===== config.mk =====
export PLATFORM = sky130hd
export DESIGN_NAME = ppl_mul
export DESIGN_NICKNAME = d
export VERILOG_FILES = /design/src/design/ppl_pkg.sv /design/src/design/ppl_mul.sv
export SDC_FILE = /design/constraint.sdc
export NUM_CORES = 1
export LEC_CHECK = 0
export ABC_AREA = 1
export BUFFER_PORTS_ARGS = -buffer_cell sky130_fd_sc_hd__buf_2
export CAP_MARGIN = 10
export CELL_PAD_IN_SITES_DETAIL_PLACEMENT = 1
export CELL_PAD_IN_SITES_GLOBAL_PLACEMENT = 2
export CORE_ASPECT_RATIO = 0.75
export CORE_MARGIN = 3
export CORE_UTILIZATION = 28
export CTS_CLUSTER_SIZE = 16
export DETAILED_ROUTE_END_ITERATION = 10
export PLACE_DENSITY = 0.66
export SETUP_SLACK_MARGIN = 0.5
export SLEW_MARGIN = 25
export SYNTH_ARGS = -nofsm -noshare
export SYNTH_HDL_FRONTEND = slang
export SYNTH_SLANG_ARGS = --single-unit

===== constraint.sdc =====
create_clock -name clk -period 11.4 [get_ports clk]
set_input_delay 0.57 -clock clk [delete_from_list [all_inputs] [get_ports clk]]
set_output_delay 0.57 -clock clk [all_outputs]
set_load 0.05 [all_outputs]

===== src/design/ppl_pkg.sv =====
package ppl_pkg;

  // register indexes on the configuration port
  localparam logic [2:0] CFG_KP   = 3'd0;
  localparam logic [2:0] CFG_KI   = 3'd1;
  localparam logic [2:0] CFG_SCL  = 3'd2;
  localparam logic [2:0] CFG_VCUT = 3'd3;
  localparam logic [2:0] CFG_OCUT = 3'd4;
  localparam logic [2:0] CFG_KF   = 3'd5;
  localparam logic [2:0] CFG_MASS = 3'd6;
  localparam logic [2:0] CFG_RAMP = 3'd7;
  localparam int unsigned CFG_NUM = 8;

  localparam logic [31:0] CFG_RESET [CFG_NUM] = '{
    32'd131072000, 32'd9830400, 32'd3928, 32'd19660800,
    32'd13107200, 32'd3080192, 32'd184615, 32'd4294967
  };

  localparam logic signed [47:0] POS_VEL_K = 48'sd1407374884;
  localparam logic signed [47:0] POS_ERR_K = 48'sd281474977;
  localparam logic signed [47:0] ONE_Q     = 48'sd1;
  localparam logic signed [16:0] CUR_LIMIT = 17'sd45875;
  localparam logic signed [38:0] DAC_OFFSET = 39'sd51538821120;
  localparam logic signed [21:0] DAC_SLOPE  = 22'sd1310700;
  // ceil(2^19 / 3): floor(x / 3) for x below 2^19
  localparam logic [17:0] RECIP3 = 18'd174763;
  localparam logic [19:0] US_PER_S  = 20'd1000000;
  localparam logic [19:0] US_HALF   = 20'd500000;

  localparam logic signed [47:0] SAT_POS = {1'b0, {47{1'b1}}};
  localparam logic signed [47:0] SAT_NEG = {1'b1, {47{1'b0}}};

  typedef enum logic [1:0] {SH_0, SH_8, SH_16, SH_32} shift_t;

  typedef enum logic [1:0] {M_IDLE, M_RUN, M_ROUND} mul_state_t;

  typedef enum logic [4:0] {
    S_IDLE, S_REF, S_DIV, S_POS, S_VI, S_VE, S_DOB1, S_DOB2, S_FIN,
    S_OF1, S_OF2, S_FO, S_MEAS, S_EI, S_FP, S_FI, S_C1, S_C2, S_PE,
    S_DAC1, S_DAC2, S_OUT
  } ctl_state_t;

  typedef struct packed {
    logic             start;
    logic signed [47:0] a;
    logic signed [47:0] b;
    shift_t           sh;
  } mul_req_t;

  function automatic logic signed [47:0] add_sat(input logic signed [47:0] x,
                                                 input logic signed [47:0] y);
    logic signed [48:0] s;
    s = 49'(x) + 49'(y);
    if (s > 49'(SAT_POS)) return SAT_POS;
    else if (s < 49'(SAT_NEG)) return SAT_NEG;
    else return s[47:0];
  endfunction

  function automatic logic signed [47:0] sub_sat(input logic signed [47:0] x,
                                                 input logic signed [47:0] y);
    logic signed [48:0] s;
    s = 49'(x) - 49'(y);
    if (s > 49'(SAT_POS)) return SAT_POS;
    else if (s < 49'(SAT_NEG)) return SAT_NEG;
    else return s[47:0];
  endfunction

  function automatic logic signed [31:0] clamp32(input logic signed [47:0] x);
    if (x > 48'sh0000_7FFF_FFFF) return 32'sh7FFF_FFFF;
    else if (x < -48'sh0000_8000_0000) return 32'sh8000_0000;
    else return x[31:0];
  endfunction

endpackage


===== src/design/ppl_mul.sv =====
module ppl_mul (
  input  logic               clk,
  input  logic               rst_n,
  input  ppl_pkg::mul_req_t  req,
  output logic               done,
  output logic signed [47:0] prod
);

  ppl_pkg::mul_state_t st_r, st_nxt;
  logic [47:0] ua_r, ub_r, hi_r, lo_r;
  logic        neg_r;
  ppl_pkg::shift_t sh_r;
  logic [3:0]  cnt_r;
  logic        done_r;
  logic signed [47:0] prod_r;

  logic [51:0] pp;
  logic [52:0] sum;
  logic [96:0] full, rnd, shd;
  logic [47:0] mag, limit;
  logic        over;

  // one radix-16 digit of the multiplier a cycle
  assign pp  = ua_r * ub_r[3:0];
  assign sum = {5'd0, hi_r} + {1'b0, pp};

  always_comb begin
    full = {1'b0, hi_r, lo_r};
    unique case (sh_r)
      ppl_pkg::SH_0:  begin rnd = full;                 shd = rnd;       end
      ppl_pkg::SH_8:  begin rnd = full + 97'd128;       shd = rnd >> 8;  end
      ppl_pkg::SH_16: begin rnd = full + 97'd32768;     shd = rnd >> 16; end
      ppl_pkg::SH_32: begin rnd = full + 97'h8000_0000; shd = rnd >> 32; end
      default:        begin rnd = full;                 shd = rnd;       end
    endcase
    over  = |shd[96:48];
    limit = neg_r ? 48'h8000_0000_0000 : 48'h7FFF_FFFF_FFFF;
    mag   = (over || shd[47:0] > limit) ? limit : shd[47:0];
  end

  always_comb begin
    st_nxt = st_r;
    unique case (st_r)
      ppl_pkg::M_IDLE:  if (req.start) st_nxt = ppl_pkg::M_RUN;
      ppl_pkg::M_RUN:   if (cnt_r == 4'd1) st_nxt = ppl_pkg::M_ROUND;
      ppl_pkg::M_ROUND: st_nxt = ppl_pkg::M_IDLE;
      default:          st_nxt = ppl_pkg::M_IDLE;
    endcase
  end

  always_ff @(posedge clk) begin
    if (!rst_n) begin
      st_r   <= ppl_pkg::M_IDLE;
      done_r <= 1'b0;
    end else begin
      st_r   <= st_nxt;
      done_r <= (st_r == ppl_pkg::M_ROUND);
    end
  end

  always_ff @(posedge clk) begin
    unique case (st_r)
      ppl_pkg::M_IDLE: begin
        ua_r  <= req.a[47] ? 48'(-req.a) : req.a;
        ub_r  <= req.b[47] ? 48'(-req.b) : req.b;
        neg_r <= req.a[47] ^ req.b[47];
        sh_r  <= req.sh;
        hi_r  <= '0;
        lo_r  <= '0;
        cnt_r <= 4'd12;
      end
      ppl_pkg::M_RUN: begin
        hi_r  <= sum[51:4];
        lo_r  <= {sum[3:0], lo_r[47:4]};
        ub_r  <= ub_r >> 4;
        cnt_r <= cnt_r - 4'd1;
      end
      ppl_pkg::M_ROUND: prod_r <= neg_r ? -$signed(mag) : $signed(mag);
      default: ;
    endcase
  end

  assign done = done_r;
  assign prod = prod_r;

endmodule


# Word level (Yosys, flattened, before mapping)
# Index checks and enable logic that the tools add are counted.
# W data, S select, Z words.
# word_totals
ff_bits	250
input_bits	101
output_inout_bits	49
elab_cells	49
# classes
n_addsub	8
mul	1
magnitude_cmp	1
eq_ne	8
mux	13
bitwise	1
n_reduce_logical	6
# ops
cell	count
$pmux W97 S4	1
$pmux W48 S2	3
$mux W48	4
$neg A48 Y48	3
$add A96 B16 Y97 const B	1
$add A96 B32 Y97 const B	1
$add A96 B8 Y97 const B	1
$add A48 B52 Y52	1
$mul A48 B4 Y52	1
$reduce_or A49 Y1	1
$gt A48 B48 Y1	1
$mux W47	1
$pmux W4 S2	1
$eq A2 B2 Y1 const B	3
$eq A2 B1 Y1 const B	2
$eq A4 B1 Y1 const B	1
$logic_not A2 Y1	2
$mux W2	2
$ne A2 B2 Y1 const B	2
$pmux W2 S2	1
$sub A4 B1 Y4 const B	1
$reduce_and A2 Y1	1
$reduce_bool A2 Y1	1
$logic_or A1 B1 Y1	1
$xor A1 B1 Y1	1

# Depth between registers and ports, before layout
# Gate-level depths: netlist of run 1.
# depth
word_depth	7
depth_mapped	41
mapped_depth_nobuf	40

# Worst setup path before layout of run 1
# OpenSTA, ideal clock, no wires.
# synth_timing
kind	flip-flop to flip-flop
start	register st_r[1]
end	register prod_r[0] (netlist: prod[0]) (enable)
setup_ns	0.765
arrival_time_ns	5.580
setup_slack_ns	5.054
stages_incl_launch_ff	3
n_path_buf	0
period_less_slack_ns	6.346
cell_sequence	dfxtp_1 inv_1 nor2_1
# synth_between
elab_chain_len	1
# synth_lines
element	line_no	text
from (decl)	ppl_mul.sv:9	ppl_pkg::mul_state_t st_r, st_nxt;
from (signal assigned)	ppl_mul.sv:53	st_r <= ppl_pkg::M_IDLE;
from (signal assigned)	ppl_mul.sv:56	st_r <= st_nxt;
$eq A2 B2 Y1	ppl_mul.sv:62	unique case (st_r)
to (signal assigned)	ppl_mul.sv:78	ppl_pkg::M_ROUND: prod_r <= neg_r ? -$signed(mag) : $signed(mag);
to (decl)	ppl_mul.sv:15	logic signed [47:0] prod_r;
# Every way passes these cells.
# A chain may end at the register's enable or synchronous reset.

# Worst setup path after layout of run 1
# layout_timing
start	register lo_r[15]
end	register prod_r[35] (netlist: prod[35]) (data pin)
# layout_between
elab_chain_len	7
# layout_lines
element	line_no	text
from (decl)	ppl_mul.sv:10	logic [47:0] ua_r, ub_r, hi_r, lo_r;
from (signal assigned)	ppl_mul.sv:74	lo_r <= {sum[3:0], lo_r[47:4]};
$add A96 B32 Y97, or another cell as far along	ppl_mul.sv:33	ppl_pkg::SH_32: begin rnd = full + 97'h8000_0000; shd = rnd >> 32; end
$pmux W97 S4 *	ppl_mul.sv:29	unique case (sh_r)
$gt A48 B48 Y1 / $reduce_or A49 Y1 (equally long branches)	ppl_mul.sv:38, ppl_mul.sv:36	
$logic_or A1 B1 Y1	ppl_mul.sv:38	mag = (over || shd[47:0] > limit) ? limit : shd[47:0];
$mux W48 *	ppl_mul.sv:38	
$neg A48 Y48	ppl_mul.sv:78	
$mux W48 *	ppl_mul.sv:78	
# Every way passes the cells marked *; elsewhere a longest branch is shown, timed or not. The select of a mux whose other input is x is not followed.

==> results_dict.tcl, run 1 <==
set metrics [dict create \
    status "completed" \
    synth_top_family_by_area "simple AND/OR/NAND/NOR gates" \
    cp.required_ns 11.73 \
    fin_worst_skew_ns 0.0252 \
    end_kind "register" \
    grt_overflow_total 0 \
    drtIter0Drc 2835 \
    period_needed_ns 8.58 \
    worst_pin_slew_ns 1.09 \
    crit_path_max_fanout 46 \
    post_cts_buffers 0 \
    drive_gt1_share_pct 8.43 \
    via_per_inst 5.25 \
    yosys.area_share.simple_pct 33.1 \
    critical_path_arrival_ns 8.91 \
    nets 4657 \
    synth.largest_area_cell "edfxtp_1" \
    die_x_um 374 \
    synthTopCellsByArea "edfxtp_1, nand2_1, fa_1, nor2_1, inv_1" \
    netlist_top_cells_count "nand2_1, nor2_1, inv_1" \
    clk_pin_slew_worst_paths_ns 0.07 \
    seq_area_frac_synth_pct 26.3 \
    gp_congestion 0.945 \
    synth_compound_area_share_pct 13.3 \
    start_util_pct 28.4 \
    synth_edf_count 247 \
    yosysTopAreaCellShare_pct 26.1 \
    start_kind "register" \
    synthXorXnorAreaFrac_pct 3.36 \
    yosys_warnings 0 \
    cp_common_cell "nand2_1" \
    grt_pass1_wl_um 197000 \
    syn_to_final_growth_pct 12.1 \
    drtPass1Iterations 5 \
    grt_pass1_vias 29700 \
    hpwlAfterDp_um 109000 \
    cts_resized 0 \
    path_class "reg2reg" \
    placed_area_sq_mm 0.0306 \
    synth_ff_type "edfxtp_1" \
    drc 0 \
    switching_share_pct 50.9 \
    synth_fp_nets 4546 \
    maxCapViolations 0 \
    multi_input_area_sq_mm 0.0184 \
    crit_path_top_delay_cell "nand2_2" \
    internal-power_w 0.00288 \
    clockRootBuffer "clkbuf_16" \
    insertion_delay_ns 0.59 \
    detail_route.wl_per_cell_um 23.3 \
    hold_path.class "in2reg" \
    holdBufCountCts 0 \
    synth.most_common_cell "nand2_1" \
    finalCritPeriodShare_pct 75.3 \
    grt_max_degree 97 \
    clock_path_buffers 3 \
    syn_area_sq_mm 0.0284 \
    pwr-share-seq_pct 24.3 \
    htreeDepth 2 \
    synth_cells 4190 \
    p_sw_w 0.00298 \
    avgSynthCellArea_sq_um 6.79 \
    core_sq_mm 0.100 \
    die-area_sq_mm 0.105 \
    regArea_sq_mm 0.00748 \
    max_stage_delay_ns 0.71 \
    synth_mux_area_share_pct 0.0748 \
    vias 29700 \
    rows 100 \
    ioPinCount 150 \
    cts.sink_count 250 \
    yosysUniqueCellTypes 61 \
    hold_violations 0 \
    placement.io_buffers 149 \
    combPwrFrac_pct 55.0 \
    cts_made_buffers 37 \
    drtAntennaViolNets 0 \
    ys_seq_elements 250 \
    vdd_ir_drop_max_mv 0.0845 \
    slew_violations 0 \
    relSlewSlack_pct 26.5 \
    track_usage_pct 24.8 \
    power_leakage_nw 13.8 \
    final_area_sq_mm 0.0319 \
    tns_ns 0 \
    antenna_cells 0 \
    max_freq_mhz 117 \
    async_flop_share_pct 0 \
    setup_viol 0 \
    drt_wl_total_um 132000 \
    rsz0062_at_grt "false" \
    die_h_um 282 \
    pwr-share-clk_pct 20.7 \
    cts_tree "built" \
    fillers 12600 \
    p_per_area_mw_per_mm2 184 \
    antenna_found_initial 0 \
    synthAdderAreaFrac_pct 14.9 \
    whs_ns 0.200 \
]
-- worst max-delay path: cells and delay by family (launching register included) --
family                     cells  cell delay, ns
AOI/OAI and AO/OA              4            0.98
adders and majority gates      2            0.64
buffers and inverters          2            0.26
DFF                            1            0.51
and+or+nand+nor               22            5.89
-- power by group through the flow --
stage               Sequential [W]  Combinational, W  Clock [W]
CTS                        0.00142           0.00320    0.00125
finish                     0.00142           0.00322    0.00122
detailed placement         0.00144           0.00318          0
global route               0.00143           0.00369    0.00128
floorplan                  0.00129           0.00221          0
global placement           0.00144           0.00316          0
-- placed cells by master, fill, tap and decap left out, types with 13 or more instances in the layout --
cell          n
a21oi_1     236
a31oi_1      33
a41oi_1      23
buf_2       149
buf_4        27
clkbuf_16    40
clkinv_1     13
edfxtp_1    247
fa_1        139
ha_1        116
inv_1       537
inv_2        16
nand2_1    1158
nand2_2      20
nand3_1     281
nand4_1      52
nor2_1      538
nor2_2       56
nor2_4       16
nor3_1       57
nor4_1       19
o21a_1       29
o21ai_0     278
o21ai_1      16
xnor2_1      40
xor2_1       69
-- state kept, by name (all words and copies together), names as in the netlist --
name / count
prod: 48
ub_r: 48
done: 1
ua_r: 48
lo_r: 48
st_r: 2
neg_r: 1
hi_r: 48
cnt_r: 4
sh_r: 2
-- logic make-up (layout without fill, tap and decap cells) --
| family | Yosys count | after routing |
|---|---|---|
| AND/OR/NAND/NOR | 2229 | 2229 |
| multiplexers | 2 | 2 |
| flip-flops | 250 | 250 |
| buffers and inverters | 667 | 805 |
| AO/OA/AOI/OAI | 678 | 678 |
| XOR/XNOR | 109 | 109 |
| adder cells (fa/ha/maj) | 255 | 255 |
-- path summary, 6_finish.rpt --
kind,depth (start not counted),slack [ns],start,end
setup / recovery,30,2.82,lo_r[15],prod[35]
hold / removal,1,0.20,req[1],sh_r[1]
setup reg to reg,30,2.82,lo_r[15],prod[35]
hold reg to reg,2,0.53,ub_r[42],ub_r[38]
-- layer usage --
layer  up-vias  share of wire [%]  global-route usage [%]
met5         -                  0                       0
met4         0                1.3                    3.74
met3        98                8.1                    5.20
met2       914                 38                    33.6
met1     14700                 53                    39.9
li1      14000                  -                       -
-- per-stage QoR --
stage | utilization, % | total power [W] | instances | setup WS, ns
after CTS | 31.9 | 0.00587 | 5653 | 3.24
after global routing | 31.9 | 0.00641 | 5654 | 2.56
after global placement | 30.6 | 0.00460 | 5587 | 3.35
final | 31.9 | 0.00586 | 5654 | 2.82
after floorplan | - | 0.00350 | 4190 | 5.05
after detailed placement | 30.6 | 0.00462 | 5587 | 3.27
-- cell type report --
class / count / area share, %
clock buffer: 44 / 3.12
tap: 1326 / 5.20
multi-input combinational: 3273 / 57.8
timing repair buffer: 177 / 3.05
inverter: 562 / 6.64
sequential: 250 / 23.5
clock inverter: 22 / 0.699
(Power assumes the default switching activity.)
==> inputs of run 2 (changes only) <==
--- a/config.mk
+++ b/config.mk
@@ -5,7 +5,7 @@
 export SDC_FILE = /design/constraint.sdc
 export NUM_CORES = 1
 export LEC_CHECK = 0
-export ABC_AREA = 1
+export ABC_AREA = 0
 export BUFFER_PORTS_ARGS = -buffer_cell sky130_fd_sc_hd__buf_2
 export CAP_MARGIN = 10
 export CELL_PAD_IN_SITES_DETAIL_PLACEMENT = 1
@@ -15,7 +15,7 @@
 export CORE_UTILIZATION = 28
 export CTS_CLUSTER_SIZE = 16
 export DETAILED_ROUTE_END_ITERATION = 10
-export PLACE_DENSITY = 0.66
+export PLACE_DENSITY = 0.6
 export SETUP_SLACK_MARGIN = 0.5
 export SLEW_MARGIN = 25
 export SYNTH_ARGS = -nofsm -noshare
==> constraint.sdc (replaced) <==
create_clock -name clk -period 8.9 [get_ports clk]
set_input_delay 0.445 -clock clk [delete_from_list [all_inputs] [get_ports clk]]
set_output_delay 0.445 -clock clk [all_outputs]
set_load 0.05 [all_outputs]
==> results_dict.tcl, run 2 <==
set metrics [dict create \
    tns_ns 0 \
    internal-power_w 0.00394 \
    layout_commonest_cell "nand2_1" \
    yosys_warnings 0 \
    rsz0062_at_grt "false" \
    synth_edf_count 247 \
    clock_path_buffers 3 \
    ioPinCount 150 \
    vias 24100 \
    setup_viol 0 \
    met3_usage_pct 3.32 \
    core_sq_mm 0.0944 \
    start_util_pct 28.6 \
    met2_usage_pct 33.2 \
    insertion_delay_ns 0.58 \
    max_freq_mhz 125 \
    grt_overflow_total 0 \
    power_leakage_nw 11.9 \
    grt_max_degree 99 \
    hpwlAfterDp_um 87300 \
    clk_pin_slew_worst_paths_ns 0.07 \
    drtAntennaViolNets 0 \
    die-area_sq_mm 0.100 \
    cts.sink_count 250 \
    regArea_sq_mm 0.00748 \
    grt_pass1_vias 25200 \
    avgSynthCellArea_sq_um 8.85 \
    combPwrFrac_pct 53.7 \
    path_class "reg2reg" \
    ys_seq_elements 250 \
    die_h_um 275 \
    detail_route.wl_per_cell_um 25.3 \
    start_kind "register" \
    drc 0 \
    status "completed" \
    async_flop_share_pct 0 \
    vdd_ir_drop_max_mv 0.128 \
    drt_wl_total_um 111000 \
    maxCapViolations 0 \
    grt_pass1_wl_um 168000 \
    cts_made_buffers 36 \
    slew_violations 0 \
    syn_area_sq_mm 0.0270 \
    pwr-share-clk_pct 21.5 \
    clockRootBuffer "clkbuf_16" \
    hold_violations 0 \
    final_area_sq_mm 0.0305 \
    htreeDepth 2 \
    gp_congestion 0.918 \
    yosysUniqueCellTypes 95 \
    p_sw_w 0.00316 \
    rrSetupSlack_ns 0.91 \
    fillers 10900 \
    drive_gt1_share_pct 12.7 \
    period_needed_ns 7.99 \
    syn_to_final_growth_pct 13.0 \
    drtPass1Iterations 5 \
    synthTopCellsByArea "edfxtp_1, fa_1, xnor2_1, ha_1, nand2_1" \
    cts_tree "built" \
    placed_area_sq_mm 0.0292 \
    netlist_top_cells_count "nand2_1, edfxtp_1, nor2_1" \
    whs_ns 0.0548 \
    seq_area_frac_synth_pct 27.7 \
    track_usage_pct 22.1 \
    synth_cells 3048 \
    p_per_area_mw_per_mm2 233 \
    switching_share_pct 44.5 \
    critical_path_arrival_ns 8.32 \
    synth.most_common_cell "nand2_1" \
    setup_ws_ns 0.912 \
    hold_path.class "in2reg" \
    multi_input_area_sq_mm 0.0182 \
    drtIter0Drc 1664 \
    grt_util_met1_pct 32.7 \
    synth.largest_area_cell "edfxtp_1" \
    synth_ff_type "edfxtp_1" \
    fin_worst_skew_ns 0.0234 \
    finalCritPeriodShare_pct 89.8 \
    worst_pin_slew_ns 1.07 \
    via_per_inst 5.47 \
    rows 97 \
    nets 3492 \
    dp_slack_ns 0.820 \
    cp.required_ns 9.24 \
    placement.io_buffers 149 \
    busiest_layer "met2" \
    final_cell_mix "nand2_1, edfxtp_1, nor2_1" \
    crit_path_max_fanout 12 \
    pwr-share-seq_pct 24.9 \
    yosysTopAreaCellShare_pct 27.5 \
    relSlewSlack_pct 28.8 \
    end_kind "register" \
    die_x_um 364 \
    synth_fp_nets 3404 \
    antenna_found_initial 1 \
]
run 2: changes by cell type after synthesis, sizes merged, moves of 58 or more:
cell / previous run / this run
nor4: 20 / 78
nand4: 52 / 117
nand3: 289 / 91
o21ai: 296 / 168
xnor2: 40 / 171
nor2: 611 / 235
a21oi: 236 / 83
and2: 4 / 102
inv: 555 / 152
nand2: 1182 / 330
run 2: power by group through the flow:
stage                     Sequential [W]  Clock, W  Combinational (W)
after floorplan                  0.00161         0            0.00282
after global placement           0.00179         0            0.00375
after detailed placement         0.00179         0            0.00381
after CTS                        0.00176   0.00158            0.00383
after global routing             0.00178   0.00162            0.00431
final                            0.00177   0.00152            0.00381
run 2: critical path: stages (launching register included):
cell,delay [ns]
edfxtp_1,0.59
nand2_1,0.34
or4_1,0.72
nor4b_1,0.70
nand2_1,0.14
xnor2_1,0.18
mux4_2,0.56
ha_1,0.22
a21o_1,0.15
a21o_1,0.17
a21o_1,0.17
a21o_1,0.17
a221o_1,0.35
a32oi_1,0.20
nand3_1,0.10
a32oi_1,0.26
o211ai_4,0.22
o21ai_0,0.23
ha_1,0.25
nand3_1,0.15
or4b_1,0.63
and4bb_1,0.55
nand3_1,0.16
mux2_2,0.28
o221a_1,0.22
run 2: metrics by stage:
step	std cells	utilization (%)	power (W)
after floorplan	3048	-	0.00443
after global placement	4330	30.9	0.00553
after detailed placement	4330	30.9	0.00559
after CTS	4394	32.2	0.00717
after global routing	4399	32.3	0.00771
final	4400	32.3	0.00709
run 2: layout make-up:
cell class / count / area share [%]
Clock buffer: 46 / 3.31
Tap cell: 1237 / 5.07
Clock inverter: 18 / 0.656
Sequential cell: 250 / 24.5
Timing Repair Buffer: 249 / 4.99
Inverter: 154 / 1.91
Multi-Input combinational cell: 2445 / 59.5
Antenna cell: 1 / 0.00821
run 2: logic make-up after synthesis:
kind of cell | after synthesis | share of synthesized area (%)
flops | 250 | 27.7
simple gates | 1295 | 25.3
xor+xnor | 295 | 9.58
mux | 56 | 2.98
buf+inv | 353 | 5.28
fa+ha+maj | 255 | 15.7
compound gates | 544 | 13.4
run 2: layer usage:
metal / vias up / share of wire, %
met3: 172 / 4.9
met2: 574 / 42
met1: 12100 / 50
met4: 0 / 3.2
li1: 11200 / -
met5: - / 0
run 2: path summary, 6_finish.rpt:
path | start | endpoint | cells after the start
setup reg to reg | lo_r[21] | prod[38] | 24
setup / recovery | lo_r[21] | prod[38] | 24
hold reg to reg | ub_r[39] | ub_r[35] | 2
hold / removal | req[1] | sh_r[1] | 1
run 2: repair_timing:
| action | CTS | global route |
|---|---|---|
| setup endpoints to repair | 0 | 9 |
| resized for setup | 0 | 5 |
| hold buffers | 0 | 0 |
| buffers inserted | 0 | 5 |
==> inputs of run 3 (changes only) <==
--- a/config.mk
+++ b/config.mk
@@ -15,7 +15,8 @@
 export CORE_UTILIZATION = 28
 export CTS_CLUSTER_SIZE = 16
 export DETAILED_ROUTE_END_ITERATION = 10
-export PLACE_DENSITY = 0.6
+export GPL_ROUTABILITY_DRIVEN = 0
+export PLACE_DENSITY = 0.68
 export SETUP_SLACK_MARGIN = 0.5
 export SLEW_MARGIN = 25
 export SYNTH_ARGS = -nofsm -noshare
==> constraint.sdc (replaced) <==
create_clock -name clk -period 8.9 [get_ports clk]
set_input_delay 1.335 -clock clk [delete_from_list [all_inputs] [get_ports clk]]
set_output_delay 1.335 -clock clk [all_outputs]
set_load 0.05 [all_outputs]
==> results_dict.tcl, run 3 (synthesized netlist as in run 2, its figures left out) <==
set metrics [dict create \
    reg2reg_depth 24 \
    core_sq_mm 0.0944 \
    fin_worst_skew_ns 0.0181 \
    maxCapViolations 0 \
    vdd_ir_drop_max_mv 0.147 \
    grt_pass1_vias 23800 \
    placement.io_buffers 149 \
    cp.required_ns 9.27 \
    rsz0062_at_grt "false" \
    worstHoldEndpoint "ub_r[17]" \
    antenna_cells 0 \
    min_from "ub_r[21]" \
    min_path_cells 2 \
    r2r-end "prod[38]" \
    htreeDepth 1 \
    drtPass1Iterations 6 \
    die_x_um 364 \
    hold_path.class "reg2reg" \
    end_kind "register" \
    crit_path_max_fanout 14 \
    holdBufCountCts 0 \
    drtIter0Drc 2032 \
    drc 0 \
    vias 23800 \
    p_per_area_mw_per_mm2 227 \
    fillers 11100 \
    path_class "reg2reg" \
    syn_to_final_growth_pct 11.6 \
    ioPinCount 150 \
    start_kind "register" \
    startpoint "hi_r[20]" \
    grt_pass1_wl_um 152000 \
    nets 3460 \
    grt_max_degree 98 \
    insertion_delay_ns 0.62 \
    critical_path_arrival_ns 8.26 \
    whs_ns 0.524 \
    finalCritPeriodShare_pct 88.8 \
    grt_overflow_total 0 \
    cts_made_buffers 31 \
    regToRegStartpoint "hi_r[20]" \
    final_cell_mix "nand2_1, edfxtp_1, nor2_1" \
    detail_route.wl_per_cell_um 22.9 \
    drtAntennaViolNets 0 \
    die_h_um 275 \
    drive_gt1_share_pct 11.7 \
    slew_violations 0 \
    relSlewSlack_pct 26.7 \
    rows 97 \
    worst_pin_slew_ns 1.10 \
    status "completed" \
    clk_pin_slew_worst_paths_ns 0.08 \
    via_per_inst 5.46 \
    placed_area_sq_mm 0.0290 \
    final_area_sq_mm 0.0301 \
    power_leakage_nw 11.7 \
    cts_tree "built" \
    tns_ns 0 \
    regArea_sq_mm 0.00748 \
    max_freq_mhz 127 \
    cts.sink_count 250 \
    clock_path_buffers 3 \
    period_needed_ns 7.90 \
    die-area_sq_mm 0.100 \
    layout_commonest_cell "nand2_1" \
    setup_viol 0 \
    track_usage_pct 19.6 \
    hpwlAfterDp_um 77100 \
    start_util_pct 28.6 \
    rrSetupSlack_ns 1.00 \
    hold_violations 0 \
    antenna_found_initial 0 \
    clockRootBuffer "clkbuf_16" \
    drt_wl_total_um 100000 \
    multi_input_area_sq_mm 0.0181 \
]
## run 3: cell count changes in the layout (fill, tap and decap cells not counted), moves of 2 or more
| cell | delta |
|---|---|
| buf_4 | -27 |
| clkbuf_16 | -6 |
| clkinvlp_4 | +2 |
| inv_6 | -2 |
| nor4_1 | +3 |
| nor4_2 | -4 |
## run 3: how the worst max path moves through the flow
stage / endpoint / depth (start not counted)
3_3_place_gp: prod[38] / 25
5_1_grt: prod[24] / 23
4_1_cts: prod[28] / 26
2_1_floorplan: prod[24] / 28
6_report: prod[38] / 24
3_5_place_dp: prod[28] / 26
## run 3: cell type report
class                   instances  share of cell area, %
inverters                     154                   1.94
clock buffers                  39                   2.84
well taps                    1237                   5.14
clock inverters                17                  0.631
repair buffers                222                   4.38
flip-flops and latches        250                   24.8
multi-input cells            2445                   60.2
## run 3: stage by stage
step	utilization (%)	total power [W]	setup WS (ns)	std cells
after floorplan	-	0.00443	1.85	3048
after global placement	30.7	0.00546	0.927	4300
after detailed placement	30.7	0.00549	0.755	4300
after CTS	31.8	0.00689	0.698	4356
after global routing	31.9	0.00743	0.501	4364
final	31.9	0.00684	1.00	4364
## run 3: what timing repair did
action / CTS / global route
setup buffers: 0 / 8
resized for setup: 0 / 6
setup endpoints to repair: 0 / 15
## run 3: report_power, final
part	total, W	leakage [nW]	internal, W	switching (W)
Combinational	0.00362	8.53	0.00148	0.00214
Clock	0.00135	0.504	0.000789	0.000563
Sequential	0.00187	2.69	0.00151	0.000362
## run 3: worst max-delay path: stages (launching register included)
cell      delay, ns
edfxtp_1       0.78
nand4_1        0.40
or2_2          0.47
or3_1          0.46
nor2_1         0.15
xor2_1         0.10
mux4_2         0.58
ha_1           0.33
a21o_1         0.19
a21o_1         0.17
a21o_1         0.17
a21o_1         0.18
a221o_1        0.36
a32oi_1        0.19
nand3_1        0.10
a32oi_1        0.29
o211ai_4       0.24
o21ai_0        0.29
ha_1           0.26
nand3_1        0.15
or4b_1         0.64
and4bb_1       0.53
nand3_1        0.14
mux2_2         0.28
o221a_1        0.22
## run 3: per-layer routing
layer / global-route usage, % / vias to the layer above / part of all wire (%) / wire, um
li1: - / 11100 / - / -
met3: 3.80 / 111 / 7.1 / 7060
met2: 28.6 / 751 / 40 / 40400
met1: 29.8 / 11800 / 50 / 50300
met5: 0 / - / 0 / 0
met4: 4.20 / 0 / 2.3 / 2330
