==> config.mk <==
export PLATFORM = sky130hd
export DESIGN_NAME = ppl_div
export DESIGN_NICKNAME = d
export VERILOG_FILES = /design/src/design/ppl_pkg.sv /design/src/design/ppl_div.sv
export SDC_FILE = /design/constraint.sdc
export NUM_CORES = 1
export LEC_CHECK = 0
export BUFFER_PORTS_ARGS = -buffer_cell sky130_fd_sc_hd__buf_2
export CAP_MARGIN = 20
export CORE_ASPECT_RATIO = 0.7
export CORE_UTILIZATION = 61
export DETAILED_ROUTE_END_ITERATION = 16
export GPL_TIMING_DRIVEN = 0
export PLACE_DENSITY = 0.83
export SETUP_SLACK_MARGIN = 0.1
export SKIP_CTS_REPAIR_TIMING = 1
export SYNTH_ARGS = -nofsm -noshare
export SYNTH_HDL_FRONTEND = slang
export SYNTH_SLANG_ARGS = --single-unit
==> constraint.sdc <==
create_clock -name clk -period 8.6 [get_ports clk]
set_clock_uncertainty 0.05 [all_clocks]
set_input_delay 0.43 -clock clk [delete_from_list [all_inputs] [get_ports clk]]
set_output_delay 0.43 -clock clk [all_outputs]
set_load 0.1 [all_outputs]
==> src/design/ppl_pkg.sv <==
package ppl_pkg;

  // register indexes on the configuration port
  localparam logic [2:0] CFG_KP   = 3'd0;
  localparam logic [2:0] CFG_KI   = 3'd1;
  localparam logic [2:0] CFG_SCL  = 3'd2;
  localparam logic [2:0] CFG_VCUT = 3'd3;
  localparam logic [2:0] CFG_OCUT = 3'd4;
  localparam logic [2:0] CFG_KF   = 3'd5;
  localparam logic [2:0] CFG_MASS = 3'd6;
  localparam logic [2:0] CFG_RAMP = 3'd7;
  localparam int unsigned CFG_NUM = 8;

  localparam logic [31:0] CFG_RESET [CFG_NUM] = '{
    32'd131072000, 32'd9830400, 32'd3928, 32'd19660800,
    32'd13107200, 32'd3080192, 32'd184615, 32'd4294967
  };

  localparam logic signed [47:0] POS_VEL_K = 48'sd1407374884;
  localparam logic signed [47:0] POS_ERR_K = 48'sd281474977;
  localparam logic signed [47:0] ONE_Q     = 48'sd1;
  localparam logic signed [16:0] CUR_LIMIT = 17'sd45875;
  localparam logic signed [38:0] DAC_OFFSET = 39'sd51538821120;
  localparam logic signed [21:0] DAC_SLOPE  = 22'sd1310700;
  // ceil(2^19 / 3): floor(x / 3) for x below 2^19
  localparam logic [17:0] RECIP3 = 18'd174763;
  localparam logic [19:0] US_PER_S  = 20'd1000000;
  localparam logic [19:0] US_HALF   = 20'd500000;

  localparam logic signed [47:0] SAT_POS = {1'b0, {47{1'b1}}};
  localparam logic signed [47:0] SAT_NEG = {1'b1, {47{1'b0}}};

  typedef enum logic [1:0] {SH_0, SH_8, SH_16, SH_32} shift_t;

  typedef enum logic [1:0] {M_IDLE, M_RUN, M_ROUND} mul_state_t;

  typedef enum logic [4:0] {
    S_IDLE, S_REF, S_DIV, S_POS, S_VI, S_VE, S_DOB1, S_DOB2, S_FIN,
    S_OF1, S_OF2, S_FO, S_MEAS, S_EI, S_FP, S_FI, S_C1, S_C2, S_PE,
    S_DAC1, S_DAC2, S_OUT
  } ctl_state_t;

  typedef struct packed {
    logic             start;
    logic signed [47:0] a;
    logic signed [47:0] b;
    shift_t           sh;
  } mul_req_t;

  function automatic logic signed [47:0] add_sat(input logic signed [47:0] x,
                                                 input logic signed [47:0] y);
    logic signed [48:0] s;
    s = 49'(x) + 49'(y);
    if (s > 49'(SAT_POS)) return SAT_POS;
    else if (s < 49'(SAT_NEG)) return SAT_NEG;
    else return s[47:0];
  endfunction

  function automatic logic signed [47:0] sub_sat(input logic signed [47:0] x,
                                                 input logic signed [47:0] y);
    logic signed [48:0] s;
    s = 49'(x) - 49'(y);
    if (s > 49'(SAT_POS)) return SAT_POS;
    else if (s < 49'(SAT_NEG)) return SAT_NEG;
    else return s[47:0];
  endfunction

  function automatic logic signed [31:0] clamp32(input logic signed [47:0] x);
    if (x > 48'sh0000_7FFF_FFFF) return 32'sh7FFF_FFFF;
    else if (x < -48'sh0000_8000_0000) return 32'sh8000_0000;
    else return x[31:0];
  endfunction

endpackage

==> src/design/ppl_div.sv <==
module ppl_div (
  input  logic        clk,
  input  logic        rst_n,
  input  logic        start,
  input  logic [31:0] diff,
  output logic        done,
  output logic [47:0] quo
);

  logic [63:0] num_r;
  logic [19:0] rem_r;
  logic [47:0] quo_r;
  logic [6:0]  cnt_r;
  logic        busy_r, done_r;
  logic [20:0] rem2;
  logic        qbit;

  // restoring division by one million, one quotient bit a cycle
  assign rem2 = {rem_r, num_r[63]};
  assign qbit = rem2 >= 21'(ppl_pkg::US_PER_S);

  always_ff @(posedge clk) begin
    if (!rst_n) begin
      busy_r <= 1'b0;
      done_r <= 1'b0;
    end else begin
      done_r <= busy_r && cnt_r == 7'd1;
      if (start) busy_r <= 1'b1;
      else if (busy_r && cnt_r == 7'd1) busy_r <= 1'b0;
    end
  end

  always_ff @(posedge clk) begin
    if (start) begin
      num_r <= {diff, 32'd0} + 64'(ppl_pkg::US_HALF);
      rem_r <= '0;
      cnt_r <= 7'd64;
    end else if (busy_r) begin
      num_r <= num_r << 1;
      rem_r <= qbit ? 20'(rem2 - 21'(ppl_pkg::US_PER_S)) : rem2[19:0];
      quo_r <= {quo_r[46:0], qbit};
      cnt_r <= cnt_r - 7'd1;
    end
  end

  assign done = done_r;
  assign quo  = quo_r;

endmodule

* Word-level counts from Yosys, hierarchy flattened
Index checks and enable logic that the tools add are counted.
** Word-level totals
- Bits in registers :: 141
- Input bits :: 35
- Output and inout port bits :: 49
- Logic and storage cells :: 21
** Cells by class
- $add $sub $neg :: 3
- $lt $le $gt $ge :: 1
- Eq/ne operators :: 1
- Mux-type cells :: 5
- Bitwise operators :: 1
- Reduce and logical (&&, ||, !) cells :: 4
** Operator list (count)
- $mux W64 :: 2
- $add A64 B19 Y64 const B :: 1
- $ge A21 B20 Y1 const B :: 1
- $mux W20 :: 1
- $sub A20 B20 Y20 const B :: 1
- $eq A7 B1 Y1 const B :: 1
- $sub A7 B1 Y7 const B :: 1
- $reduce_bool A2 Y1 :: 2
- $mux W1 :: 2
- $reduce_and A2 Y1 :: 1
- $logic_and A1 B1 Y1 :: 1
- $not A1 Y1 :: 1

* Logic depth before layout (Yosys ltp)
Gate-level depths: netlist of the first run.
- Depth after elaboration :: 4
- Gate-level depth with buffers :: 8
- Gate-level depth less buffers :: 7

* Least setup slack after synthesis of the first run
OpenSTA, ideal clock, no wires.
- Kind :: input to register
- Start :: in start
- End :: reg rem_r[16]
- Setup time :: 0.084 ns
- Arrival :: 3.275 ns
- Data required time :: 8.466 ns
- Setup slack :: 5.191 ns
- Stages on the path :: 4
- Buffers on the path :: 0
- Cells stage by stage :: nor2b_1 > nand2b_1 > a2111o_1 > o211ai_1
** RTL lines
- start, declared :: line ppl_div.sv:4 : input logic start,
- end signal, assigned :: line ppl_div.sv:40 : rem_r <= qbit ? 20'(rem2 - 21'(ppl_pkg::US_PER_S)) : rem2[19:0];
- end, declared :: line ppl_div.sv:11 : logic [19:0] rem_r;

* Final worst setup path of the first run
- Start :: reg busy_r
- End :: reg num_r[62], enable pin
** Between the ends
- Longest elaborated chain between the ends :: 1
** Ends and longest elaborated chain
- start, declared :: line ppl_div.sv:14 : logic busy_r, done_r;
- start signal, assigned :: line ppl_div.sv:24 : busy_r <= 1'b0;
- start signal, assigned :: line ppl_div.sv:28 : if (start) busy_r <= 1'b1;
- start signal, assigned :: line ppl_div.sv:29 : else if (busy_r && cnt_r == 7'd1) busy_r <= 1'b0;
- $reduce_bool A2 Y1 (no source line)
- end signal, assigned :: line ppl_div.sv:35 : num_r <= {diff, 32'd0} + 64'(ppl_pkg::US_HALF);
- end signal, assigned :: line ppl_div.sv:39 : num_r <= num_r << 1;
- end, declared :: line ppl_div.sv:10 : logic [63:0] num_r;
Every way passes these cells.
A chain may end at the register's enable or synchronous reset.

==> results of run 1 <==
-- cell families after synthesis --
group / share of synthesized area, %
xor gates and xnor gates: 0.953
AOI/OAI and AO/OA: 7.01
buffers and inverters: 1.97
DFF: 68.8
adders and majority gates: 0.907
muxes: 8.35
and+or+nand+nor: 12.0
-- how the worst max path moves through the flow --
stage                   startpoint                      end  slack [ps]  cells past startpoint
2_1_floorplan                start   rem_r[16]$_SDFFE_PP0P_        5190                      4
3_3_place_gp                 start   rem_r[16]$_SDFFE_PP0P_        4350                      5
3_5_place_dp   busy_r$_SDFFE_PN0P_  num_r[20]$_SDFFCE_PP0P_        6210                      5
4_1_cts        busy_r$_SDFFE_PN0P_  num_r[23]$_SDFFCE_PP0P_        6160                      5
5_1_grt        busy_r$_SDFFE_PN0P_   num_r[9]$_SDFFCE_PP0P_        5990                      5
6_report       busy_r$_SDFFE_PN0P_      num_r[62]$_DFFE_PP_        6130                      5
-- Yosys cell counts (3+ instances only) --
library cell | count | area share, %
nor3_1 | 6 | 0.54
or2_2 | 8 | 0.91
dfxtp_1 | 29 | 11
mux2_2 | 32 | 6.5
o22ai_1 | 3 | 0.34
o211ai_1 | 4 | 0.54
a21oi_1 | 5 | 0.45
xnor2_1 | 3 | 0.48
and2_1 | 3 | 0.34
nor2b_1 | 27 | 3.1
inv_1 | 8 | 0.54
edfxtp_1 | 107 | 58
ha_1 | 4 | 0.91
nand2_1 | 19 | 1.3
a211oi_1 | 3 | 0.41
nor2_1 | 33 | 2.2
a2111oi_1 | 3 | 0.54
nand3_1 | 4 | 0.36
o21bai_1 | 3 | 0.41
nand2b_1 | 7 | 0.79
clkbuf_1 | 11 | 0.75
xor2_1 | 3 | 0.48
buf_1 | 5 | 0.34
mux2i_1 | 10 | 1.8
o21ai_0 | 5 | 0.45
nor4_1 | 4 | 0.45
-- sequential cells by signal (all words and copies together), names as in the netlist --
name and count:
done 1, busy_r 1, cnt_r 7, rem_r 20
num_r 59, quo 48
-- worst max-delay path: cells and delay by family (launching register included) --
family | cells | cell delay (ps)
flops | 1 | 380
simple gates | 1 | 180
buf+inv | 4 | 1520
-- through the flow --
step	hold slack [ps]	area [um2]	util [%]	setup WS (ps)	power (mW)
floorplan	415	5520	-	5190	0.927
global placement	373	6080	70.6	4350	0.961
detailed placement	381	6140	71.2	6210	0.969
CTS	199	6790	78.7	6160	1.76
global route	205	6790	78.7	5990	1.80
finish	205	6790	78.7	6130	1.75
-- cell usage in the layout, fill, tap and decap left out, drive strengths merged, types with 4 or more instances in the layout --
| master | count |
|---|---|
| a2111oi | 5 |
| a21oi | 6 |
| buf | 92 |
| bufinv | 5 |
| clkbuf | 28 |
| clkinv | 5 |
| dfxtp | 29 |
| edfxtp | 107 |
| ha | 4 |
| inv | 11 |
| mux2 | 32 |
| mux2i | 10 |
| nand2 | 19 |
| nand2b | 7 |
| nand3 | 4 |
| nor2 | 33 |
| nor2b | 27 |
| nor3 | 7 |
| nor4 | 5 |
| o211ai | 4 |
| o21ai | 7 |
| or2 | 8 |
-- metal layers --
layer | GRT usage [%] | share of wire, % | up-vias
li1 | - | - | 1645
met1 | 31.7 | 42 | 1743
met2 | 40.2 | 49 | 153
met3 | 8.86 | 8.0 | 16
met4 | 10.5 | 1.2 | 0
met5 | 0 | 0 | -
-- power by group through the flow --
stage | clock network, mW | registers (mW) | logic [mW]
floorplan | 0 | 0.845 | 0.0813
global placement | 0 | 0.796 | 0.165
detailed placement | 0 | 0.796 | 0.173
CTS | 0.798 | 0.785 | 0.176
global route | 0.827 | 0.789 | 0.189
finish | 0.792 | 0.785 | 0.176
-- area by class of cell --
cell class,count,area [um2],share of cell area (%)
multi-input combinational,223,1620,23.9
sequential,136,3790,55.9
timing repair buffer,85,463,6.82
buffer,18,78.8,1.16
inverter,8,30.0,0.443
tap,120,150,2.21
clock buffer,17,425,6.27
clock inverter,15,223,3.28
==> results by group, run 1 <==
Global route
  – Number of global-route vias before repair: 3,411
  – Global-route wire length before repair: 17,200 um
  – Global route overflow: 0
  – Initial antenna violation count: 0
  – Largest net degree at the start of global routing: 43
  – Total global-route track usage: 25.2%

Pwr
  – Clock power frac: 45.2%
  – Int Pwr: 1.33 mW
  – Net switching power: 0.421 mW
  – Logic pwr share: 10.0%
  – Static Leak: 2.54 nW
  – Seq pwr share: 44.8%
  – VDD IR max: 161 uV
  – Switching Fraction: 24.0%
  – Pwr dens: 258 mW/mm2

Clock network
  – CTS max path bufs: 2
  – CTS clock-pin slew for the worst setup and hold paths: 60 ps
  – # clock sinks: 136
  – Clock latency on the worst-skew pair: 420 ps
  – TritonCTS clock tree: built
  – Root Driver: clkbuf_16
  – Number of buffers created by CTS: 17
  – Number of H-tree levels: 4

Die
  – Initial Util: 64.0%
  – Die Width: 116 um
  – Die height: 81.6 um
  – Die ar.: 0.00943 mm2
  – Core footprint: 0.00862 mm2
  – # rows: 28
  – # IOs: 84

Synth
  – Ys async rst share: 0%
  – Sequential fraction of the synthesis area: 68.8%
  – Primary FF master, synth: edfxtp_1
  – Mapped Cells: 385
  – Syn avg cell area: 14.3 um2
  – Synth Register Bits: 136
  – Synth unique cells: 54
  – Synthesis Warnings: 0
  – Net count after synthesis: 424
  – Number of synthesized flops with an enable pin: 107
  – Synthesized cell area: 0.00552 mm2

Worst setup path
  – Worst R2R End: num_r[62]$_DFFE_PP_
  – R2r setup slk: 6130 ps
  – Crit-path slowest cell: clkbuf_1
  – FF-to-FF Start: busy_r$_SDFFE_PN0P_
  – Most used cell along the critical path: clkbuf_1
  – CP Max Fanout: 42
  – Worst setup EP type: register
  – Crit Path Category: register to register
  – CP required: 8650 ps
  – Depth of the most critical reg-to-reg path: 5
  – CP startpoint kind: register
  – Slowest stage delay, CP: 460 ps
  – CP Data Arrival Time: 2520 ps
  – Cell Chain, Critical Path: clkbuf_1, clkbuf_1, nor2_1, inv_2, buf_12

Timing
  – Fmax: 405 MHz
  – Fin crit share: 28.7%
  – Tmin final: 2470 ps
  – Final number of setup-violating endpoints: 0
  – Final Max Tran Viols: 0
  – Fin. Hold Viols: 0
  – Slew Limit Headroom: 47.3%
  – Setup TNS: 0 ps
  – Slew @ Worst Pin: 789 ps
  – RSZ-0062 raised after global routing: false

Routing
  – DRT Wirelength: 11,200 um
  – DR WL/cell: 18.0 um
  – Antenna viol nets, final: 0
  – Via density: 5.72
  – Initial drt markers: 280
  – Vias: 3,557
  – Pre-antenna DRT Iters: 4
  – Post-route DRC: 0

Min path
  – Hold path endpoint: busy_r$_SDFFE_PN0P_
  – Hold crit path type: input port to register
  – Worst hold stages: 2
  – Hold Crit Start: rst_n

Final layout
  – Number of diodes: 0
  – Layout cells sized above 1: 33.9%
  – FILL cells: 512
  – Nets: 528
  – Cell Count, Final, Fillers Out: 622
  – Area growth syn-to-layout: 23.0%

Placed design
  – DPL Wire Length: 7100 um
  – Placed cell count: 590
  – Port Buffer Count: 83
  – Gp weighted congestion: 0.912

Flow run
  – Max Cap Violations: 0

Status
  – Outcome: finished, final reports clean
(Power assumes the default switching activity.)
==> inputs of run 2 (changes only) <==
--- a/config.mk
+++ b/config.mk
@@ -8,10 +8,10 @@
 export BUFFER_PORTS_ARGS = -buffer_cell sky130_fd_sc_hd__buf_2
 export CAP_MARGIN = 20
 export CORE_ASPECT_RATIO = 0.7
-export CORE_UTILIZATION = 61
+export CORE_UTILIZATION = 56
 export DETAILED_ROUTE_END_ITERATION = 16
 export GPL_TIMING_DRIVEN = 0
-export PLACE_DENSITY = 0.83
+export PLACE_DENSITY = 0.77
 export SETUP_SLACK_MARGIN = 0.1
 export SKIP_CTS_REPAIR_TIMING = 1
 export SYNTH_ARGS = -nofsm -noshare
==> constraint.sdc (replaced) <==
create_clock -name clk -period 2.4 [get_ports clk]
set_clock_uncertainty 0.05 [all_clocks]
set_input_delay 0.12 -clock clk [delete_from_list [all_inputs] [get_ports clk]]
set_output_delay 0.12 -clock clk [all_outputs]
set_load 0.1 [all_outputs]
==> results by group, run 2 (synthesized netlist as in run 1, its figures left out) <==
Status
  – Outcome: finished, final reports clean (unchanged)

Final layout
  – Layout cells sized above 1: 32.7% (was 33.9%)
  – Post-layout util: 76.3% (was 78.7%)
  – Number of flip-flops in the largest register: 59 (unchanged)
  – Most frequent cells in the layout: edfxtp_1 (107), buf_2 (83), dlygate4sd3_1 (34) (was edfxtp_1 (107), buf_2 (83), nor2_1 (33))
  – Nets: 564 (was 528)
  – Most common cell after layout, fill and taps aside: edfxtp_1 (unchanged)
  – Fin area: 0.00711 mm2 (was 0.00679 mm2)
  – Area growth syn-to-layout: 28.9% (was 23.0%)
  – Largest Register: num_r (unchanged)

Worst setup path
  – CP Data Arrival Time: 2480 ps (was 2520 ps)
  – R2r setup slk: 140 ps (was 6130 ps)
  – FF-to-FF Start: num_r[63]$_DFFE_PP_ (was busy_r$_SDFFE_PN0P_)
  – Stages on worst setup path: 5 (unchanged)
  – Depth of the most critical reg-to-reg path: 5 (unchanged)
  – CP Max Fanout: 4 (was 42)
  – WP buf/inv: 0 (was 4)
  – CP required: 2620 ps (was 8650 ps)
  – Worst R2R End: rem_r[18]$_SDFFE_PP0P_ (was num_r[62]$_DFFE_PP_)
  – Crit path max-delay family: simple AND/OR/NAND/NOR gates (was buffers and inverters)
  – Slowest stage delay, CP: 500 ps (was 460 ps)
  – CP endpoint: rem_r[18]$_SDFFE_PP0P_ (was num_r[62]$_DFFE_PP_)
  – Crit Path Category: register to register (unchanged)
  – Worst setup EP type: register (unchanged)
  – Crit-path slowest cell: nor4_1 (was clkbuf_1)
  – Cell Chain, Critical Path: nor4_1, and4_4, o21ai_2, a211o_1, a2111oi_1 (was clkbuf_1, clkbuf_1, nor2_1, inv_2, buf_12)
  – CP startpoint kind: register (unchanged)
  – Crit path launch: num_r[63]$_DFFE_PP_ (was busy_r$_SDFFE_PN0P_)

Flow run
  – Max Cap Violations: 0 (unchanged)

Global route
  – Largest net degree at the start of global routing: 39 (was 43)
  – Total global-route track usage: 23.5% (was 25.2%)
  – Initial antenna violation count: 1 (was 0)
  – Number of global-route vias before repair: 3,439 (was 3,411)
  – Global-route wire length before repair: 17,800 um (was 17,200 um)
  – Global route overflow: 0 (unchanged)

Routing
  – Initial drt markers: 284 (was 280)
  – Via density: 5.58 (was 5.72)
  – DR WL/cell: 18.3 um (was 18.0 um)
  – Antenna viol nets, final: 0 (unchanged)
  – Pre-antenna DRT Iters: 6 (was 4)
  – Post-route DRC: 0 (unchanged)
  – Vias: 3,702 (was 3,557)
  – DRT Wirelength: 12,100 um (was 11,200 um)

Clock network
  – Number of buffers created by CTS: 17 (unchanged)
  – TritonCTS clock tree: built (unchanged)
  – Clock latency on the worst-skew pair: 420 ps (about the same)
  – CTS clock-pin slew for the worst setup and hold paths: 60 ps (about the same)
  – CTS max path bufs: 2 (unchanged)
  – Root Driver: clkbuf_16 (unchanged)
  – # clock sinks: 136 (unchanged)
  – Number of H-tree levels: 4 (unchanged)

Pwr
  – Pwr dens: 864 mW/mm2 (was 258 mW/mm2)
  – VDD IR max: 532 uV (was 161 uV)
  – Static Leak: 2.66 nW (was 2.54 nW)

Timing
  – RSZ-0062 raised after global routing: false (unchanged)
  – Final Max Tran Viols: 0 (unchanged)
  – Slew @ Worst Pin: 724 ps (was 789 ps)
  – Fin crit share: 94.1% (was 28.7%)
  – Slew Limit Headroom: 51.8% (was 47.3%)
  – Fmax: 443 MHz (was 405 MHz)
  – Fin. Hold Viols: 0 (unchanged)
  – Tmin final: 2260 ps (was 2470 ps)
  – Final number of setup-violating endpoints: 0 (unchanged)

Min path
  – Hold crit path type: input port to register (unchanged)

Placed design
  – DPL Wire Length: 7150 um (was 7100 um)
  – Gp weighted congestion: 0.822 (was 0.912)
  – Placed Area: 0.00614 mm2 (about the same)
  – Port Buffer Count: 83 (unchanged)

Die
  – Die ar.: 0.0103 mm2 (was 0.00943 mm2)
  – # rows: 29 (was 28)
  – Initial Util: 59.2% (was 64.0%)
  – Die height: 85.0 um (was 81.6 um)
  – Die Width: 121 um (was 116 um)
  – Core footprint: 0.00933 mm2 (was 0.00862 mm2)
  – # IOs: 84 (unchanged)
[run 2: changes by cell type in the layout (fill, tap and decap cells not counted), moves of 2 or more]
| cell | previous run | this run |
|---|---|---|
| inv_6 | 3 | 1 |
| bufinv_16 | 5 | 3 |
| dlygate4sd3_1 | 0 | 34 |
| clkbuf_2 | 0 | 2 |
| clkinv_4 | 2 | 4 |
| clkinvlp_4 | 2 | 6 |
[run 2: worst min path at each step]
stage                     start                endpoint  slack [ps]  cells after the start
after floorplan           start  num_r[5]$_SDFFCE_PP1P_         170                      0
after global placement    rst_n     busy_r$_SDFFE_PN0P_         300                      2
after detailed placement  rst_n     busy_r$_SDFFE_PN0P_         310                      2
after CTS                 rst_n         done$_SDFF_PN0_        -120                      3
after global routing      start       quo[42]$_DFFE_PP_         150                      2
final                     start        quo[0]$_DFFE_PP_         130                      2
[run 2: cell type report]
type | count | area (um2)
fillers | 539 | 2210
repair inverters | 1 | 7.51
flip-flops and latches | 136 | 3790
clock inverters | 15 | 179
inverters | 8 | 33.8
diodes | 1 | 2.50
well taps | 124 | 155
multi-input cells | 223 | 1630
clock buffers | 17 | 425
plain buffers | 18 | 81.3
repair buffers | 120 | 803
[run 2: metrics by stage]
step           total power, mW  hold WS, ps  setup TNS, ps  instances  setup WS, ps
2_1_floorplan             3.32          169              0        385          63.8
4_1_cts                   6.10         -119          -9160        626          -256
5_1_grt                   6.33          153              0        662          93.9
3_5_place_dp              3.48          314          -5410        594          -171
3_3_place_gp              3.45          299         -43640        592          -524
6_report                  6.15          131              0        663           142
[run 2: routing by layer]
| layer | vias to the layer above | part of all wire, % | track usage [%] |
|---|---|---|---|
| met5 | - | 0 | 0 |
| met4 | 0 | 0.94 | 8.64 |
| met3 | 14 | 6.6 | 7.06 |
| met2 | 153 | 49 | 35.6 |
| met1 | 1813 | 43 | 32.3 |
| li1 | 1722 | - | - |
[run 2: power breakdown]
group          internal (mW)  leakage [nW]  total, mW  switching, mW
clock network           1.63         0.285       2.65           1.01
registers               2.73          1.28       2.82         0.0904
logic                  0.236          1.09      0.684          0.448
==> inputs of run 3 (changes only) <==
--- a/config.mk
+++ b/config.mk
@@ -5,6 +5,7 @@
 export SDC_FILE = /design/constraint.sdc
 export NUM_CORES = 1
 export LEC_CHECK = 0
+export ABC_AREA = 1
 export BUFFER_PORTS_ARGS = -buffer_cell sky130_fd_sc_hd__buf_2
 export CAP_MARGIN = 20
 export CORE_ASPECT_RATIO = 0.7
@@ -14,6 +15,7 @@
 export PLACE_DENSITY = 0.77
 export SETUP_SLACK_MARGIN = 0.1
 export SKIP_CTS_REPAIR_TIMING = 1
+export SLEW_MARGIN = 20
 export SYNTH_ARGS = -nofsm -noshare
 export SYNTH_HDL_FRONTEND = slang
 export SYNTH_SLANG_ARGS = --single-unit
==> results by group, run 3 <==
Final layout
  – Area growth syn-to-layout: 28.2% (was 28.9%)
  – Most common cell after layout, fill and taps aside: nand2_1 (was edfxtp_1)
  – FILL cells: 555 (was 539)
  – Fin area: 0.00692 mm2 (was 0.00711 mm2)
  – Largest Register: num_r (unchanged)
  – Layout cells sized above 1: 19.8% (was 32.7%)
  – Number of diodes: 0 (was 1)
  – Most frequent cells in the layout: nand2_1 (184), edfxtp_1 (107), buf_2 (83) (was edfxtp_1 (107), buf_2 (83), dlygate4sd3_1 (34))
  – Number of flip-flops in the largest register: 59 (unchanged)
  – Post-layout util: 75.1% (was 76.3%)
  – Nets: 689 (was 564)

Worst setup path
  – CP Max Fanout: 57 (was 4)
  – Crit path launch: busy_r$_SDFFE_PN0P_ (was num_r[63]$_DFFE_PP_)
  – FF-to-FF Start: busy_r$_SDFFE_PN0P_ (was num_r[63]$_DFFE_PP_)
  – CP startpoint kind: register (unchanged)
  – Depth of the most critical reg-to-reg path: 3 (was 5)
  – Worst setup EP type: register (unchanged)
  – CP Data Arrival Time: 2090 ps (was 2480 ps)
  – Crit Path Category: register to register (unchanged)
  – CP required: 2400 ps (was 2620 ps)
  – Worst R2R End: quo[0]$_DFFE_PP_ (was rem_r[18]$_SDFFE_PP0P_)
  – R2r setup slk: 310 ps (was 140 ps)

Die
  – # rows: 29 (unchanged)
  – Initial Util: 58.6% (was 59.2%)
  – Die ar.: 0.0100 mm2 (was 0.0103 mm2)
  – Die Width: 119 um (was 121 um)
  – # IOs: 84 (unchanged)
  – Die height: 84.2 um (was 85.0 um)
  – Core footprint: 0.00922 mm2 (was 0.00933 mm2)

Routing
  – Antenna viol nets, final: 0 (unchanged)
  – Initial drt markers: 408 (was 284)
  – Vias: 4,207 (was 3,702)
  – Pre-antenna DRT Iters: 5 (was 6)
  – Via density: 5.35 (was 5.58)
  – Post-route DRC: 0 (unchanged)
  – DRT Wirelength: 12,800 um (was 12,100 um)
  – DR WL/cell: 16.2 um (was 18.3 um)

Synth
  – Synth top area cells: edfxtp_1 (59%), nand2_1 (13%), dfxtp_1 (11%) (was edfxtp_1 (58%), dfxtp_1 (11%), mux2_2 (6.5%))
  – Net count after synthesis: 552 (was 424)
  – Synthesized cell area: 0.00540 mm2 (was 0.00552 mm2)
  – Post-synth top area share: 59.5% (was 58.2%)
  – Mapped Cells: 513 (was 385)
  – Primary FF master, synth: edfxtp_1 (unchanged)
  – Synthesis Warnings: 0 (unchanged)
  – Synth top cells by count: nand2_1 (184), edfxtp_1 (107), inv_1 (52) (was edfxtp_1 (107), nor2_1 (33), mux2_2 (32))
  – Count leader, synth: nand2_1 (was edfxtp_1)
  – Synth Register Bits: 136 (unchanged)
  – Leading area contributor after synthesis: edfxtp_1 (unchanged)
  – Synth unique cells: 26 (was 54)
  – Ys async rst share: 0% (unchanged)
  – Syn avg cell area: 10.5 um2 (was 14.3 um2)
  – Number of synthesized flops with an enable pin: 107 (unchanged)
  – Sequential fraction of the synthesis area: 70.3% (was 68.8%)

Global route
  – Total global-route track usage: 22.4% (was 23.5%)
  – Global route overflow: 0 (unchanged)
  – Initial antenna violation count: 0 (was 1)
  – Global-route wire length before repair: 16,900 um (was 17,800 um)
  – Number of global-route vias before repair: 3,543 (was 3,439)
  – Largest net degree at the start of global routing: 67 (was 39)

Timing
  – Fin crit share: 87.1% (was 94.1%)
  – Tmin final: 2090 ps (was 2260 ps)
  – Final Max Tran Viols: 0 (unchanged)
  – Slew Limit Headroom: 55.5% (was 51.8%)
  – Slew @ Worst Pin: 667 ps (was 724 ps)
  – Final number of setup-violating endpoints: 0 (unchanged)
  – Fmax: 478 MHz (was 443 MHz)
  – RSZ-0062 raised after global routing: false (unchanged)
  – WHS: 56.6 ps (was 131 ps)
  – Fin. Hold Viols: 0 (unchanged)

Flow run
  – Max Cap Violations: 0 (unchanged)

Pwr
  – Static Leak: 3.05 nW (was 2.66 nW)
  – VDD IR max: 688 uV (was 532 uV)
  – Logic pwr share: 9.1% (was 11.1%)
  – Clock power frac: 44.1% (was 43.1%)
  – Pwr dens: 854 mW/mm2 (was 864 mW/mm2)
  – Switching Fraction: 25.8% (was 25.2%)
  – Int Pwr: 4.39 mW (was 4.60 mW)
  – Pwr Total: 5.91 mW (was 6.15 mW)
  – Seq pwr share: 46.8% (was 45.8%)
  – Net switching power: 1.52 mW (was 1.55 mW)

Placed design
  – Placed Area: 0.00597 mm2 (was 0.00614 mm2)
  – Gp weighted congestion: 0.921 (was 0.822)
  – Port Buffer Count: 83 (unchanged)
  – DPL Wire Length: 6660 um (was 7150 um)

Clock network
  – CTS max path bufs: 2 (unchanged)
  – Root Driver: clkbuf_16 (unchanged)
  – CTS clock-pin slew for the worst setup and hold paths: 60 ps (about the same)
  – # clock sinks: 136 (unchanged)
  – Clock latency on the worst-skew pair: 420 ps (about the same)
  – Number of buffers created by CTS: 17 (unchanged)
  – Number of H-tree levels: 4 (unchanged)
  – TritonCTS clock tree: built (unchanged)

Min path
  – Hold Crit Start: start (unchanged)
  – Hold path endpoint: rem_r[8]$_SDFFE_PP0P_ (was quo[0]$_DFFE_PP_)
  – Worst hold stages: 4 (was 2)
  – Hold crit path type: input port to register (unchanged)

Status
  – Outcome: finished, final reports clean (unchanged)
-- run 3: cell types whose count changed in the layout (fill, tap and decap cells not counted), sizes merged, moves of 5 or more --
| cell | before | now |
|---|---|---|
| inv | 8 | 61 |
| mux2 | 32 | 0 |
| nor2 | 33 | 49 |
| nand2 | 19 | 184 |
| nand2b | 7 | 0 |
| nor4 | 5 | 0 |
| nor2b | 27 | 0 |
| a2111oi | 5 | 0 |
| nand3 | 4 | 27 |
| mux2i | 10 | 0 |
-- run 3: cell families after synthesis --
logic type	Yosys count	synth area share, %
and+or+nand+nor	279	21.0
xor gates and xnor gates	3	0.487
adders and majority gates	4	0.927
AOI/OAI and AO/OA	20	1.99
buffers and inverters	71	5.31
DFF	136	70.3
-- run 3: per-stage QoR --
| step | worst slack [ps] | setup TNS [ps] | std cells |
|---|---|---|---|
| floorplan | 499 | 0 | 513 |
| global placement | -53.9 | -2530 | 720 |
| detailed placement | -137 | -6820 | 720 |
| CTS | -48.7 | -2160 | 752 |
| global route | 164 | 0 | 787 |
| finish | 310 | 0 | 787 |
-- run 3: power by group through the flow --
stage | Sequential [mW] | Clock [mW] | Combinational, mW
4_1_cts | 2.76 | 2.60 | 0.472
5_1_grt | 2.78 | 2.72 | 0.573
2_1_floorplan | 2.98 | 0 | 0.166
3_3_place_gp | 2.80 | 0 | 0.451
6_report | 2.77 | 2.61 | 0.539
3_5_place_dp | 2.81 | 0 | 0.462
-- run 3: worst max-delay path, stage by stage (launching register included) --
cell and delay, ps:
dfxtp_1 410, inv_2 90, nor2_1 490, buf_4 670
-- run 3: worst max path at each step --
| stage | endpoint | slack, ps | depth (start not counted) |
|---|---|---|---|
| after floorplan | quo[0]$_DFFE_PP_ | 500 | 3 |
| final | quo[0]$_DFFE_PP_ | 310 | 3 |
| after detailed placement | quo[45]$_DFFE_PP_ | -140 | 4 |
| after global routing | rem_r[16]$_SDFFE_PP0P_ | 160 | 5 |
| after CTS | quo[2]$_DFFE_PP_ | -50 | 3 |
| after global placement | quo[0]$_DFFE_PP_ | -50 | 4 |
-- run 3: final cells by class --
class / instances / area (um2) / share of cell area [%]
Timing Repair Buffer: 118 / 776 / 11.2
Tap cell: 124 / 155 / 2.24
Sequential cell: 136 / 3790 / 54.8
Clock buffer: 17 / 425 / 6.14
Clock inverter: 15 / 163 / 2.35
Multi-Input combinational cell: 306 / 1320 / 19.1
Buffer: 14 / 75.1 / 1.08
Inverter: 57 / 215 / 3.11
-- run 3: routing by layer --
| layer | part of all wire [%] | vias up | routed length [um] | global-route usage (%) |
|---|---|---|---|---|
| li1 | - | 1946 | - | - |
| met1 | 41 | 2009 | 5190 | 29.6 |
| met2 | 49 | 205 | 6240 | 35.7 |
| met3 | 7.1 | 47 | 901 | 5.43 |
| met4 | 3.5 | 0 | 442 | 9.55 |
| met5 | 0 | - | 0 | 0 |
